## src/design/slc_pkg.sv

```systemverilog
package slc_pkg;

  localparam int POS_BITS = 24;
  localparam int MAX_RES = 3;
  localparam int QUEUE_DEPTH = 4;
  localparam int QUEUE_AW = $clog2(QUEUE_DEPTH);

  typedef logic [POS_BITS-1:0] pos_t;

  typedef enum logic [3:0] {
    M_IDLE       = 4'd0,
    M_SLASH      = 4'd1,
    M_COMMENT    = 4'd2,
    M_IDENT      = 4'd3,
    M_NUMBER     = 4'd4,
    M_STRING     = 4'd5,
    M_EQ         = 4'd6,
    M_TYPE_FIRST = 4'd7,
    M_TYPE_RUN   = 4'd8,
    M_FN_PARAMS  = 4'd9,
    M_FN_TAIL    = 4'd10,
    M_BODY_OPEN  = 4'd11,
    M_BODY       = 4'd12
  } mode_t;

  typedef enum logic [3:0] {
    K_IDENT     = 4'd0,
    K_LITERAL   = 4'd1,
    K_TYPE      = 4'd2,
    K_FNTYPE    = 4'd3,
    K_SCOPE     = 4'd4,
    K_SCOPE_END = 4'd5,
    K_SEP       = 4'd6,
    K_ASSIGN    = 4'd7,
    K_SEMI      = 4'd8,
    K_KEYWORD   = 4'd9,
    K_TYPEDEF   = 4'd10
  } kind_t;

  typedef enum logic [1:0] {
    E_NONE       = 2'd0,
    E_END        = 2'd1,
    E_CHAR       = 2'd2,
    E_TYPE_NAME  = 2'd3
  } err_t;

  localparam logic [7:0] CH_NUL    = 8'h00;
  localparam logic [7:0] CH_BANG   = 8'h21;
  localparam logic [7:0] CH_QUOTE  = 8'h22;
  localparam logic [7:0] CH_HASH   = 8'h23;
  localparam logic [7:0] CH_LPAREN = 8'h28;
  localparam logic [7:0] CH_RPAREN = 8'h29;
  localparam logic [7:0] CH_STAR   = 8'h2A;
  localparam logic [7:0] CH_DOT    = 8'h2E;
  localparam logic [7:0] CH_SLASH  = 8'h2F;
  localparam logic [7:0] CH_COLON  = 8'h3A;
  localparam logic [7:0] CH_SEMI   = 8'h3B;
  localparam logic [7:0] CH_EQ     = 8'h3D;
  localparam logic [7:0] CH_BSLASH = 8'h5C;
  localparam logic [7:0] CH_UNDER  = 8'h5F;
  localparam logic [7:0] CH_LBRACE = 8'h7B;
  localparam logic [7:0] CH_RBRACE = 8'h7D;

  typedef struct packed {
    kind_t kind;
    pos_t  start;
    pos_t  len;
    err_t  code;
    logic  done;
  } res_t;

  typedef struct packed {
    res_t [MAX_RES-1:0] r;
    logic [1:0]         count;
  } bundle_t;

  function automatic logic is_letter(input logic [7:0] c);
    return (c >= 8'h61 && c <= 8'h7A) || (c >= 8'h41 && c <= 8'h5A);
  endfunction

  function automatic logic is_digit(input logic [7:0] c);
    return c >= 8'h30 && c <= 8'h39;
  endfunction

  function automatic logic is_word(input logic [7:0] c);
    return is_letter(c) || is_digit(c) || c == CH_UNDER;
  endfunction

  function automatic logic is_num(input logic [7:0] c);
    return is_digit(c) || c == CH_DOT;
  endfunction

  function automatic res_t mk_res(input kind_t kind, input pos_t start, input pos_t len,
                                  input err_t code, input logic done);
    res_t r;
    r.kind  = kind;
    r.start = start;
    r.len   = len;
    r.code  = code;
    r.done  = done;
    return r;
  endfunction

  function automatic bundle_t add_res(input bundle_t b, input res_t r);
    bundle_t o;
    o = b;
    if (b.count < 2'(MAX_RES)) begin
      o.r[b.count] = r;
      o.count = b.count + 2'd1;
    end
    return o;
  endfunction

endpackage

```

## src/design/slc_front.sv

```systemverilog
module slc_front
  import slc_pkg::*;
(
  input  logic       clk,
  input  logic       rst,
  input  logic       take,
  input  logic [7:0] char_code,
  input  logic       end_of_source,
  output logic       res_valid,
  output bundle_t    res_bundle
);

  mode_t mode, mode_next;
  pos_t  pos, pos_next;
  pos_t  token_start, token_start_next;
  logic  star_seen, star_seen_next;
  logic  escape_pending, escape_pending_next;
  logic  halted, halted_next;

  always_ff @(posedge clk) begin
    if (rst) begin
      mode           <= M_IDLE;
      pos            <= '0;
      token_start    <= '0;
      star_seen      <= 1'b0;
      escape_pending <= 1'b0;
      halted         <= 1'b0;
    end else if (take) begin
      mode           <= mode_next;
      pos            <= pos_next;
      token_start    <= token_start_next;
      star_seen      <= star_seen_next;
      escape_pending <= escape_pending_next;
      halted         <= halted_next;
    end
  end

  always_comb begin
    logic [7:0] x;
    logic       again;
    pos_t       span;
    pos_t       len_end;
    bundle_t    b;

    x       = char_code;
    again   = 1'b0;
    span    = pos - token_start;
    len_end = pos + pos_t'(1);
    b       = '0;

    mode_next           = mode;
    pos_next            = pos + pos_t'(1);
    token_start_next    = token_start;
    star_seen_next      = star_seen;
    escape_pending_next = escape_pending;
    halted_next         = halted;

    if (!halted) begin
      unique case (mode)
        M_IDLE: again = 1'b1;
        M_SLASH: begin
          if (x == CH_STAR) begin
            mode_next      = M_COMMENT;
            star_seen_next = 1'b1;
          end else begin
            again = 1'b1;
          end
        end
        M_COMMENT: begin
          if (x == CH_NUL) begin
            b = add_res(b, mk_res(K_IDENT, pos, '0, E_END, 1'b0));
            halted_next = 1'b1;
          end else if (star_seen && x == CH_SLASH) begin
            star_seen_next = 1'b0;
            again = 1'b1;
          end else begin
            star_seen_next = (x == CH_STAR);
          end
        end
        M_IDENT: begin
          if (is_word(x)) begin
            mode_next = M_IDENT;
          end else if (x == CH_NUL) begin
            b = add_res(b, mk_res(K_IDENT, pos, '0, E_END, 1'b0));
            halted_next = 1'b1;
          end else if (x == CH_BANG) begin
            b = add_res(b, mk_res(K_KEYWORD, token_start, span, E_NONE, 1'b0));
            mode_next = M_IDLE;
          end else begin
            b = add_res(b, mk_res(K_IDENT, token_start, span, E_NONE, 1'b0));
            again = 1'b1;
          end
        end
        M_NUMBER: begin
          if (is_num(x)) begin
            mode_next = M_NUMBER;
          end else if (x == CH_NUL) begin
            b = add_res(b, mk_res(K_IDENT, pos, '0, E_END, 1'b0));
            halted_next = 1'b1;
          end else begin
            b = add_res(b, mk_res(K_LITERAL, token_start, span, E_NONE, 1'b0));
            again = 1'b1;
          end
        end
        M_STRING: begin
          if (x == CH_NUL) begin
            b = add_res(b, mk_res(K_IDENT, pos, '0, E_END, 1'b0));
            halted_next = 1'b1;
          end else if (escape_pending) begin
            escape_pending_next = 1'b0;
          end else if (x == CH_BSLASH) begin
            escape_pending_next = 1'b1;
          end else if (x == CH_QUOTE) begin
            b = add_res(b, mk_res(K_LITERAL, token_start, span + pos_t'(1), E_NONE, 1'b0));
            mode_next = M_IDLE;
          end
        end
        M_EQ: begin
          if (x == CH_SEMI) begin
            b = add_res(b, mk_res(K_IDENT, pos, '0, E_CHAR, 1'b0));
            halted_next = 1'b1;
          end else begin
            b = add_res(b, mk_res(K_ASSIGN, token_start, pos_t'(1), E_NONE, 1'b0));
            if (is_num(x)) begin
              mode_next        = M_NUMBER;
              token_start_next = pos;
            end else begin
              again = 1'b1;
            end
          end
        end
        M_TYPE_FIRST: begin
          if (x == CH_LPAREN) begin
            mode_next        = M_FN_PARAMS;
            token_start_next = pos;
          end else if (is_letter(x)) begin
            mode_next        = M_TYPE_RUN;
            token_start_next = pos;
          end else begin
            b = add_res(b, mk_res(K_IDENT, pos, '0, E_TYPE_NAME, 1'b0));
            halted_next = 1'b1;
          end
        end
        M_TYPE_RUN: begin
          if (is_word(x)) begin
            mode_next = M_TYPE_RUN;
          end else if (x == CH_NUL) begin
            b = add_res(b, mk_res(K_IDENT, pos, '0, E_END, 1'b0));
            halted_next = 1'b1;
          end else begin
            b = add_res(b, mk_res(K_TYPE, token_start, span, E_NONE, 1'b0));
            again = 1'b1;
          end
        end
        M_FN_PARAMS: begin
          if (x == CH_NUL) begin
            b = add_res(b, mk_res(K_IDENT, pos, '0, E_END, 1'b0));
            halted_next = 1'b1;
          end else if (x == CH_RPAREN) begin
            mode_next = M_FN_TAIL;
          end
        end
        M_FN_TAIL: begin
          if (x == CH_NUL) begin
            b = add_res(b, mk_res(K_IDENT, pos, '0, E_END, 1'b0));
            halted_next = 1'b1;
          end else if (x == CH_SEMI) begin
            b = add_res(b, mk_res(K_FNTYPE, token_start, span, E_NONE, 1'b0));
            b = add_res(b, mk_res(K_SEMI, pos, pos_t'(1), E_NONE, 1'b0));
            mode_next = M_IDLE;
          end else if (x == CH_EQ) begin
            b = add_res(b, mk_res(K_FNTYPE, token_start, span, E_NONE, 1'b0));
            b = add_res(b, mk_res(K_ASSIGN, pos, pos_t'(1), E_NONE, 1'b0));
            mode_next = M_BODY_OPEN;
          end
        end
        M_BODY_OPEN: begin
          if (x == CH_NUL) begin
            b = add_res(b, mk_res(K_IDENT, pos, '0, E_END, 1'b0));
            halted_next = 1'b1;
          end else if (x == CH_LBRACE) begin
            b = add_res(b, mk_res(K_SCOPE, pos, pos_t'(1), E_NONE, 1'b0));
            mode_next = M_BODY;
          end
        end
        M_BODY: begin
          if (x == CH_NUL) begin
            b = add_res(b, mk_res(K_IDENT, pos, '0, E_END, 1'b0));
            halted_next = 1'b1;
          end else if (x == CH_RBRACE) begin
            b = add_res(b, mk_res(K_SCOPE_END, pos, pos_t'(1), E_NONE, 1'b0));
            mode_next = M_IDLE;
          end
        end
        default: again = 1'b1;
      endcase

      // re-examine the byte at top level
      if (again) begin
        mode_next = M_IDLE;
        if (x == CH_SLASH) begin
          mode_next = M_SLASH;
        end else if (is_letter(x) || x == CH_UNDER) begin
          mode_next        = M_IDENT;
          token_start_next = pos;
        end else if (is_num(x)) begin
          mode_next        = M_NUMBER;
          token_start_next = pos;
        end else if (x == CH_QUOTE) begin
          mode_next           = M_STRING;
          token_start_next    = pos;
          escape_pending_next = 1'b0;
        end else if (x == CH_COLON) begin
          b = add_res(b, mk_res(K_SEP, pos, pos_t'(1), E_NONE, 1'b0));
          mode_next = M_TYPE_FIRST;
        end else if (x == CH_LBRACE) begin
          b = add_res(b, mk_res(K_SCOPE, pos, pos_t'(1), E_NONE, 1'b0));
        end else if (x == CH_RBRACE) begin
          b = add_res(b, mk_res(K_SCOPE_END, pos, pos_t'(1), E_NONE, 1'b0));
        end else if (x == CH_SEMI) begin
          b = add_res(b, mk_res(K_SEMI, pos, pos_t'(1), E_NONE, 1'b0));
        end else if (x == CH_HASH) begin
          b = add_res(b, mk_res(K_TYPEDEF, pos, pos_t'(1), E_NONE, 1'b0));
        end else if (x == CH_EQ) begin
          mode_next        = M_EQ;
          token_start_next = pos;
        end else begin
          b = add_res(b, mk_res(K_IDENT, pos, '0, E_CHAR, 1'b0));
          halted_next = 1'b1;
        end
      end

      // close the source
      if (!halted_next && end_of_source) begin
        if (mode_next == M_IDLE || mode_next == M_SLASH) begin
          b = add_res(b, mk_res(K_IDENT, len_end, '0, E_NONE, 1'b1));
        end else if (mode_next == M_EQ) begin
          b = add_res(b, mk_res(K_ASSIGN, token_start_next, pos_t'(1), E_NONE, 1'b0));
          b = add_res(b, mk_res(K_IDENT, len_end, '0, E_NONE, 1'b1));
        end else if (mode_next == M_TYPE_FIRST) begin
          b = add_res(b, mk_res(K_IDENT, len_end, '0, E_TYPE_NAME, 1'b0));
        end else begin
          b = add_res(b, mk_res(K_IDENT, len_end, '0, E_END, 1'b0));
        end
      end
    end

    if (end_of_source) begin
      mode_next           = M_IDLE;
      pos_next            = '0;
      token_start_next    = '0;
      star_seen_next      = 1'b0;
      escape_pending_next = 1'b0;
      halted_next         = 1'b0;
    end

    res_bundle = b;
    res_valid  = take && (b.count != 2'd0);
  end

endmodule

```

## src/design/slc_queue.sv

```systemverilog
module slc_queue
  import slc_pkg::*;
(
  input  logic    clk,
  input  logic    rst,
  input  logic    wr_en,
  input  bundle_t wr_data,
  output logic    full,
  input  logic    rd_en,
  output logic    rd_valid,
  output bundle_t rd_data
);

  bundle_t             mem [QUEUE_DEPTH];
  logic [QUEUE_AW-1:0] wr_ptr;
  logic [QUEUE_AW-1:0] rd_ptr;
  logic [QUEUE_AW:0]   count;
  logic                do_wr;
  logic                do_rd;

  assign full     = (count == (QUEUE_AW+1)'(QUEUE_DEPTH));
  assign rd_valid = (count != '0);
  assign rd_data  = mem[rd_ptr];
  assign do_wr    = wr_en && !full;
  assign do_rd    = rd_en && rd_valid;

  always_ff @(posedge clk) begin
    if (do_wr) begin
      mem[wr_ptr] <= wr_data;
    end
  end

  always_ff @(posedge clk) begin
    if (rst) begin
      wr_ptr <= '0;
      rd_ptr <= '0;
      count  <= '0;
    end else begin
      if (do_wr) begin
        wr_ptr <= wr_ptr + QUEUE_AW'(1);
      end
      if (do_rd) begin
        rd_ptr <= rd_ptr + QUEUE_AW'(1);
      end
      if (do_wr && !do_rd) begin
        count <= count + (QUEUE_AW+1)'(1);
      end else if (do_rd && !do_wr) begin
        count <= count - (QUEUE_AW+1)'(1);
      end
    end
  end

endmodule

```

## src/design/slc_back.sv

```systemverilog
module slc_back
  import slc_pkg::*;
(
  input  logic        clk,
  input  logic        rst,
  input  logic        q_valid,
  input  bundle_t     q_data,
  output logic        q_take,
  input  logic        pop,
  output logic        empty,
  output logic [3:0]  token_kind,
  output logic [23:0] start_offset,
  output logic [23:0] token_length,
  output logic        is_error,
  output logic [1:0]  error_code,
  output logic        source_done,
  output logic        last_of_run
);

  bundle_t    cur;
  logic [1:0] idx;
  logic       busy;
  res_t       r;
  logic       at_last;

  assign r       = cur.r[idx];
  assign at_last = (idx == cur.count - 2'd1);
  assign q_take  = !busy || (pop && at_last);

  always_ff @(posedge clk) begin
    if (rst) begin
      busy <= 1'b0;
      idx  <= '0;
    end else if (q_take) begin
      busy <= q_valid;
      idx  <= '0;
    end else if (pop) begin
      idx <= idx + 2'd1;
    end
  end

  always_ff @(posedge clk) begin
    if (q_take) begin
      cur <= q_data;
    end
  end

  assign empty        = !busy;
  assign token_kind   = r.kind;
  assign start_offset = 24'(r.start);
  assign token_length = 24'(r.len);
  assign is_error     = (r.code != E_NONE);
  assign error_code   = r.code;
  assign source_done  = r.done;
  assign last_of_run  = at_last;

endmodule

```

## src/design/source_lexer_char_stream.sv

```systemverilog
// Channel   Handshake          Beat
// input     push / full        char_code, end_of_source
// results   pop / empty        token_kind, start_offset, token_length, is_error,
//                              error_code, source_done, last_of_run
//
// The front lexes one byte per cycle and writes all results of that byte into a
// four-entry queue as one bundle; the back hands them out one per cycle.
// Input rate is one byte per cycle while the queue has room; output rate is one
// result per cycle while pop is held, so the results of one byte leave one at a time.
// rst is synchronous and clears the lexer, the queue and the output stage.
// A byte's results pass through a queue entry and then the back's bundle register to the ports.
module source_lexer_char_stream
  import slc_pkg::*;
(
  input  logic        clk,
  input  logic        rst,
  input  logic        push,
  output logic        full,
  input  logic [7:0]  char_code,
  input  logic        end_of_source,
  input  logic        pop,
  output logic        empty,
  output logic [3:0]  token_kind,
  output logic [23:0] start_offset,
  output logic [23:0] token_length,
  output logic        is_error,
  output logic [1:0]  error_code,
  output logic        source_done,
  output logic        last_of_run
);

  logic    take;
  logic    fr_valid;
  bundle_t fr_bundle;
  logic    q_valid;
  bundle_t q_data;
  logic    q_take;

  assign take = push && !full;

  slc_front u_front (
    .clk           (clk),
    .rst           (rst),
    .take          (take),
    .char_code     (char_code),
    .end_of_source (end_of_source),
    .res_valid     (fr_valid),
    .res_bundle    (fr_bundle)
  );

  slc_queue u_queue (
    .clk      (clk),
    .rst      (rst),
    .wr_en    (fr_valid),
    .wr_data  (fr_bundle),
    .full     (full),
    .rd_en    (q_take),
    .rd_valid (q_valid),
    .rd_data  (q_data)
  );

  slc_back u_back (
    .clk          (clk),
    .rst          (rst),
    .q_valid      (q_valid),
    .q_data       (q_data),
    .q_take       (q_take),
    .pop          (pop),
    .empty        (empty),
    .token_kind   (token_kind),
    .start_offset (start_offset),
    .token_length (token_length),
    .is_error     (is_error),
    .error_code   (error_code),
    .source_done  (source_done),
    .last_of_run  (last_of_run)
  );

endmodule

```

## config.mk

```make
export PLATFORM = sky130hd
export DESIGN_NAME = source_lexer_char_stream
export DESIGN_NICKNAME = d
export VERILOG_FILES = /design/src/design/slc_pkg.sv /design/src/design/slc_front.sv /design/src/design/slc_queue.sv /design/src/design/slc_back.sv /design/src/design/source_lexer_char_stream.sv
export SDC_FILE = /design/constraint.sdc
export NUM_CORES = 1
export LEC_CHECK = 0
export BUFFER_PORTS_ARGS = -buffer_cell sky130_fd_sc_hd__buf_2
export CAP_MARGIN = 20
export CORE_MARGIN = 2
export CORE_UTILIZATION = 40
export DETAILED_ROUTE_END_ITERATION = 10
export MAX_ROUTING_LAYER = met4
export SLEW_MARGIN = 10
export SYNTH_ARGS = -nofsm -noshare
export SYNTH_HDL_FRONTEND = slang
export SYNTH_HIERARCHICAL = 1
export SYNTH_SLANG_ARGS = --single-unit
```

## constraint.sdc

```tcl
create_clock -name clk -period 11.3 [get_ports clk]
set_input_delay 1.695 -clock clk [delete_from_list [all_inputs] [get_ports clk]]
set_output_delay 1.695 -clock clk [all_outputs]
set_load 0.02 [all_outputs]
```

==> impl_metrics.env <==
export IMPL_grt_pass1_wl_um=146000
export IMPL_clk_latency_ns=0.65
export IMPL_slew_violations=0
export IMPL_drt_iter0_drc=2450
export IMPL_fmax_mhz=145
export IMPL_tritoncts="built"
export IMPL_cts_setup_buffers=0
export IMPL_cp_arrival_ns=7.18
export IMPL_synthFlopType="edfxtp_1"
export IMPL_rr_worst_depth=14
export IMPL_fin_setup_tns_ns=0
export IMPL_finalClockSkew_ns=0.0217
export IMPL_synth_distinct_cells=102
export IMPL_setup_worst_path_end="u_queue/mem[2][82]"
export IMPL_cts_root_buf="clkbuf_16"
export IMPL_track_usage=0.196
export IMPL_max_slew_margin_rel=0.263
export IMPL_final_fill_count=8619
export IMPL_start_util=0.404
export IMPL_gr_total_overflow=0
export IMPL_clock_sinks=902
export IMPL_die_w_um=319
export IMPL_drc=0
export IMPL_dp_hpwl_um=61200
export IMPL_powerDensity_nw_per_um2=207
export IMPL_drt_pass1_iterations=6
export IMPL_cts_buffers=88
export IMPL_crit_path_frequent_cell="nor3_1"
export IMPL_clkTransAtPathRegs_ns=0.06
export IMPL_dieArea_um2=102000
export IMPL_hold_class="reg2reg"
export IMPL_path_depth=15
export IMPL_nets=2683
export IMPL_num_rows=115
export IMPL_vias_per_cell=5.71
export IMPL_diodes=0
export IMPL_path_class="in2reg"
export IMPL_fp_dieH_um=319
export IMPL_drt_wl_total_um=96900
export IMPL_rsz0062_at_grt="false"
export IMPL_post_drt_wl_per_cell_um=24.2
export IMPL_synth_area_um2=39800
export IMPL_antenna_found_initial=0
export IMPL_ant_nets=0
export IMPL_placed_cells=3833
export IMPL_slowest_stage="and2_4"
export IMPL_multi_input_area_um2=12100
export IMPL_period_minus_slack_ns=6.92
export IMPL_async_flop_share=0
export IMPL_synthCells=2602
export IMPL_cts_hold_buf=0
export IMPL_layout_drive_gt1_share=0.173
export IMPL_crit_chain="buf_2 -> nor4_2 -> a21oi_1 -> a211oi_1 -> a21oi_1 -> o21a_2 -> nor3_1 -> or4b_1 -> buf_4 -> nor3_1 -> nor3_1 -> inv_1 -> nor2_1 -> and2_4 -> buf_12"
export IMPL_synth_area_per_cell_um2=15.3
export IMPL_status="finished, final reports clean"
export IMPL_path_delay_family="simple AND/OR/NAND/NOR gates"
export IMPL_seqCellArea_um2=26400
export IMPL_r2r_start="u_front/mode[2]"
export IMPL_ys_warn_count=6
export IMPL_max_cap_violations=0
export IMPL_reg2reg_slack_ns=5.47
export IMPL_startpoint="char_code[2]"
export IMPL_peakVddDrop_v=0.000139
export IMPL_grt_pass1_vias=22600
export IMPL_gp_congestion=0.953
export IMPL_p_leak_nw=14.1
export IMPL_synth_seq_cells=902
export IMPL_crit_required_ns=11.56
export IMPL_area_growth_pct=10.8
export IMPL_setup_viol=0
export IMPL_ios=72
export IMPL_cp_max_fo=105
export IMPL_cts_path_max_buffers=3
export IMPL_port_buffers=71
export IMPL_timing_critical_path_buf_inv=4
export IMPL_final_cells=3998
export IMPL_endpoint_kind="flop"
export IMPL_slowest_delay_ns=0.92
export IMPL_synth_edf_count=835
export IMPL_hold_viol=0
export IMPL_tightest_slew_ns=1.11
export IMPL_grt_max_degree=129
export IMPL_ys_seq_area_frac=0.664
export IMPL_post_cts_resized=0
export IMPL_design_core_area_um2=98400
export IMPL_fin_util=0.448
export IMPL_r2r_end="u_queue/mem[2][82]"
export IMPL_startpoint_type="primary input"
export IMPL_dr_total_vias=22800
export IMPL_cts_max_level=3
export IMPL_finalCritPeriodShare=0.612
[power breakdown]
group | switching [mW] | internal (mW) | total (mW)
clock | 1.24 | 1.76 | 2.99
combinational | 1.01 | 0.645 | 1.66
sequential | 0.181 | 4.31 | 4.49
total | 2.43 | 6.71 | 9.14
[tightest hold or removal path, cell delays in order, from the launching register on]
cell and delay [ns]:
dfxtp_1 0.31, o21ai_0 0.07, a21oi_1 0.07
[worst min path at each step]
| stage | from | endpoint | cells after the start |
|---|---|---|---|
| 2_1_floorplan | u_front/star_seen | u_front/star_seen | 2 |
| 3_3_place_gp | u_front/star_seen | u_front/star_seen | 2 |
| 3_5_place_dp | u_front/star_seen | u_front/star_seen | 2 |
| 4_1_cts | u_front/star_seen | u_front/star_seen | 2 |
| 5_1_grt | u_front/star_seen | u_front/star_seen | 2 |
| 6_report | u_front/star_seen | u_front/star_seen | 2 |
[registers in the layout (all words and copies together) (netlist names), named ones only]
name / cells
u_queue/rd_ptr: 2
u_front/mode: 4
u_back/busy: 1
u_front/token_start: 24
u_queue/wr_ptr: 2
u_back/cur: 167
u_front/star_seen: 1
u_front/pos: 24
u_front/escape_pending: 1
u_back/idx: 2
u_queue/mem: 668
u_queue/count: 3
u_front/halted: 1
[cell usage in the layout, fill, tap and decap left out, types with 27 or more instances in the layout]
cell         n
a211oi_1    28
nor2_1     196
xnor2_1     35
nand3_1     40
nor3_1      48
a21oi_1    109
mux2i_1     86
buf_4       29
mux4_2     167
ha_1        30
dfxtp_1     62
clkbuf_16   89
edfxtp_1   835
inv_1       55
xor2_1      27
conb_1      51
buf_2       71
nand2b_1    28
nand2_1    135
o21ai_0    121
a22oi_1     46
[cell type report]
type,instances,area share
clock buffer,113,0.0542
clock inverter,50,0.0136
inverter,56,0.00477
multi-input combinational,1481,0.274
sequential,902,0.600
tap,1287,0.0366
timing repair buffer,109,0.0169
[through the flow]
step	area, um^2	power, mW	setup WS (ns)	hold WS [ns]
after floorplan	39900	5.78	2.28	0.454
after global placement	41000	6.24	3.99	0.472
after detailed placement	41000	6.27	3.92	0.476
after CTS	44000	9.26	4.57	0.491
after global routing	44000	9.53	4.14	0.519
final	44000	9.14	4.38	0.494
[metal layers]
layer  wire (um)  part of all wire  track usage
met5           0                 0            -
met4        2290             0.024       0.0547
met3        5670             0.059       0.0288
met2       47300              0.49        0.313
met1       41600              0.43        0.262
[cell families after synthesis]
| family | synth area share |
|---|---|
| multiplexers | 0.117 |
| adder cells (fa/ha/maj) | 0.0104 |
| AND/OR/NAND/NOR | 0.0737 |
| buffers and inverters | 0.0375 |
| AO/OA/AOI/OAI | 0.0825 |
| flip-flops | 0.664 |
| other | 0.0000943 |
| XOR/XNOR | 0.0141 |
[cells in the mapped netlist, drive strengths merged (29+ instances only)]
library cell / n / area [um^2]
a211oi: 29 / 223
a21oi: 111 / 571
a22oi: 46 / 345
buf: 125 / 952
clkbuf: 88 / 330
dfxtp: 67 / 1340
edfxtp: 835 / 25100
ha: 30 / 375
inv: 55 / 206
mux2i: 87 / 875
mux4: 167 / 3760
nand2: 135 / 507
nand3: 41 / 210
nor2: 200 / 761
nor3: 54 / 319
o21ai: 127 / 654
xnor2: 36 / 323
Note: power is estimated with default switching activity, not from simulation.
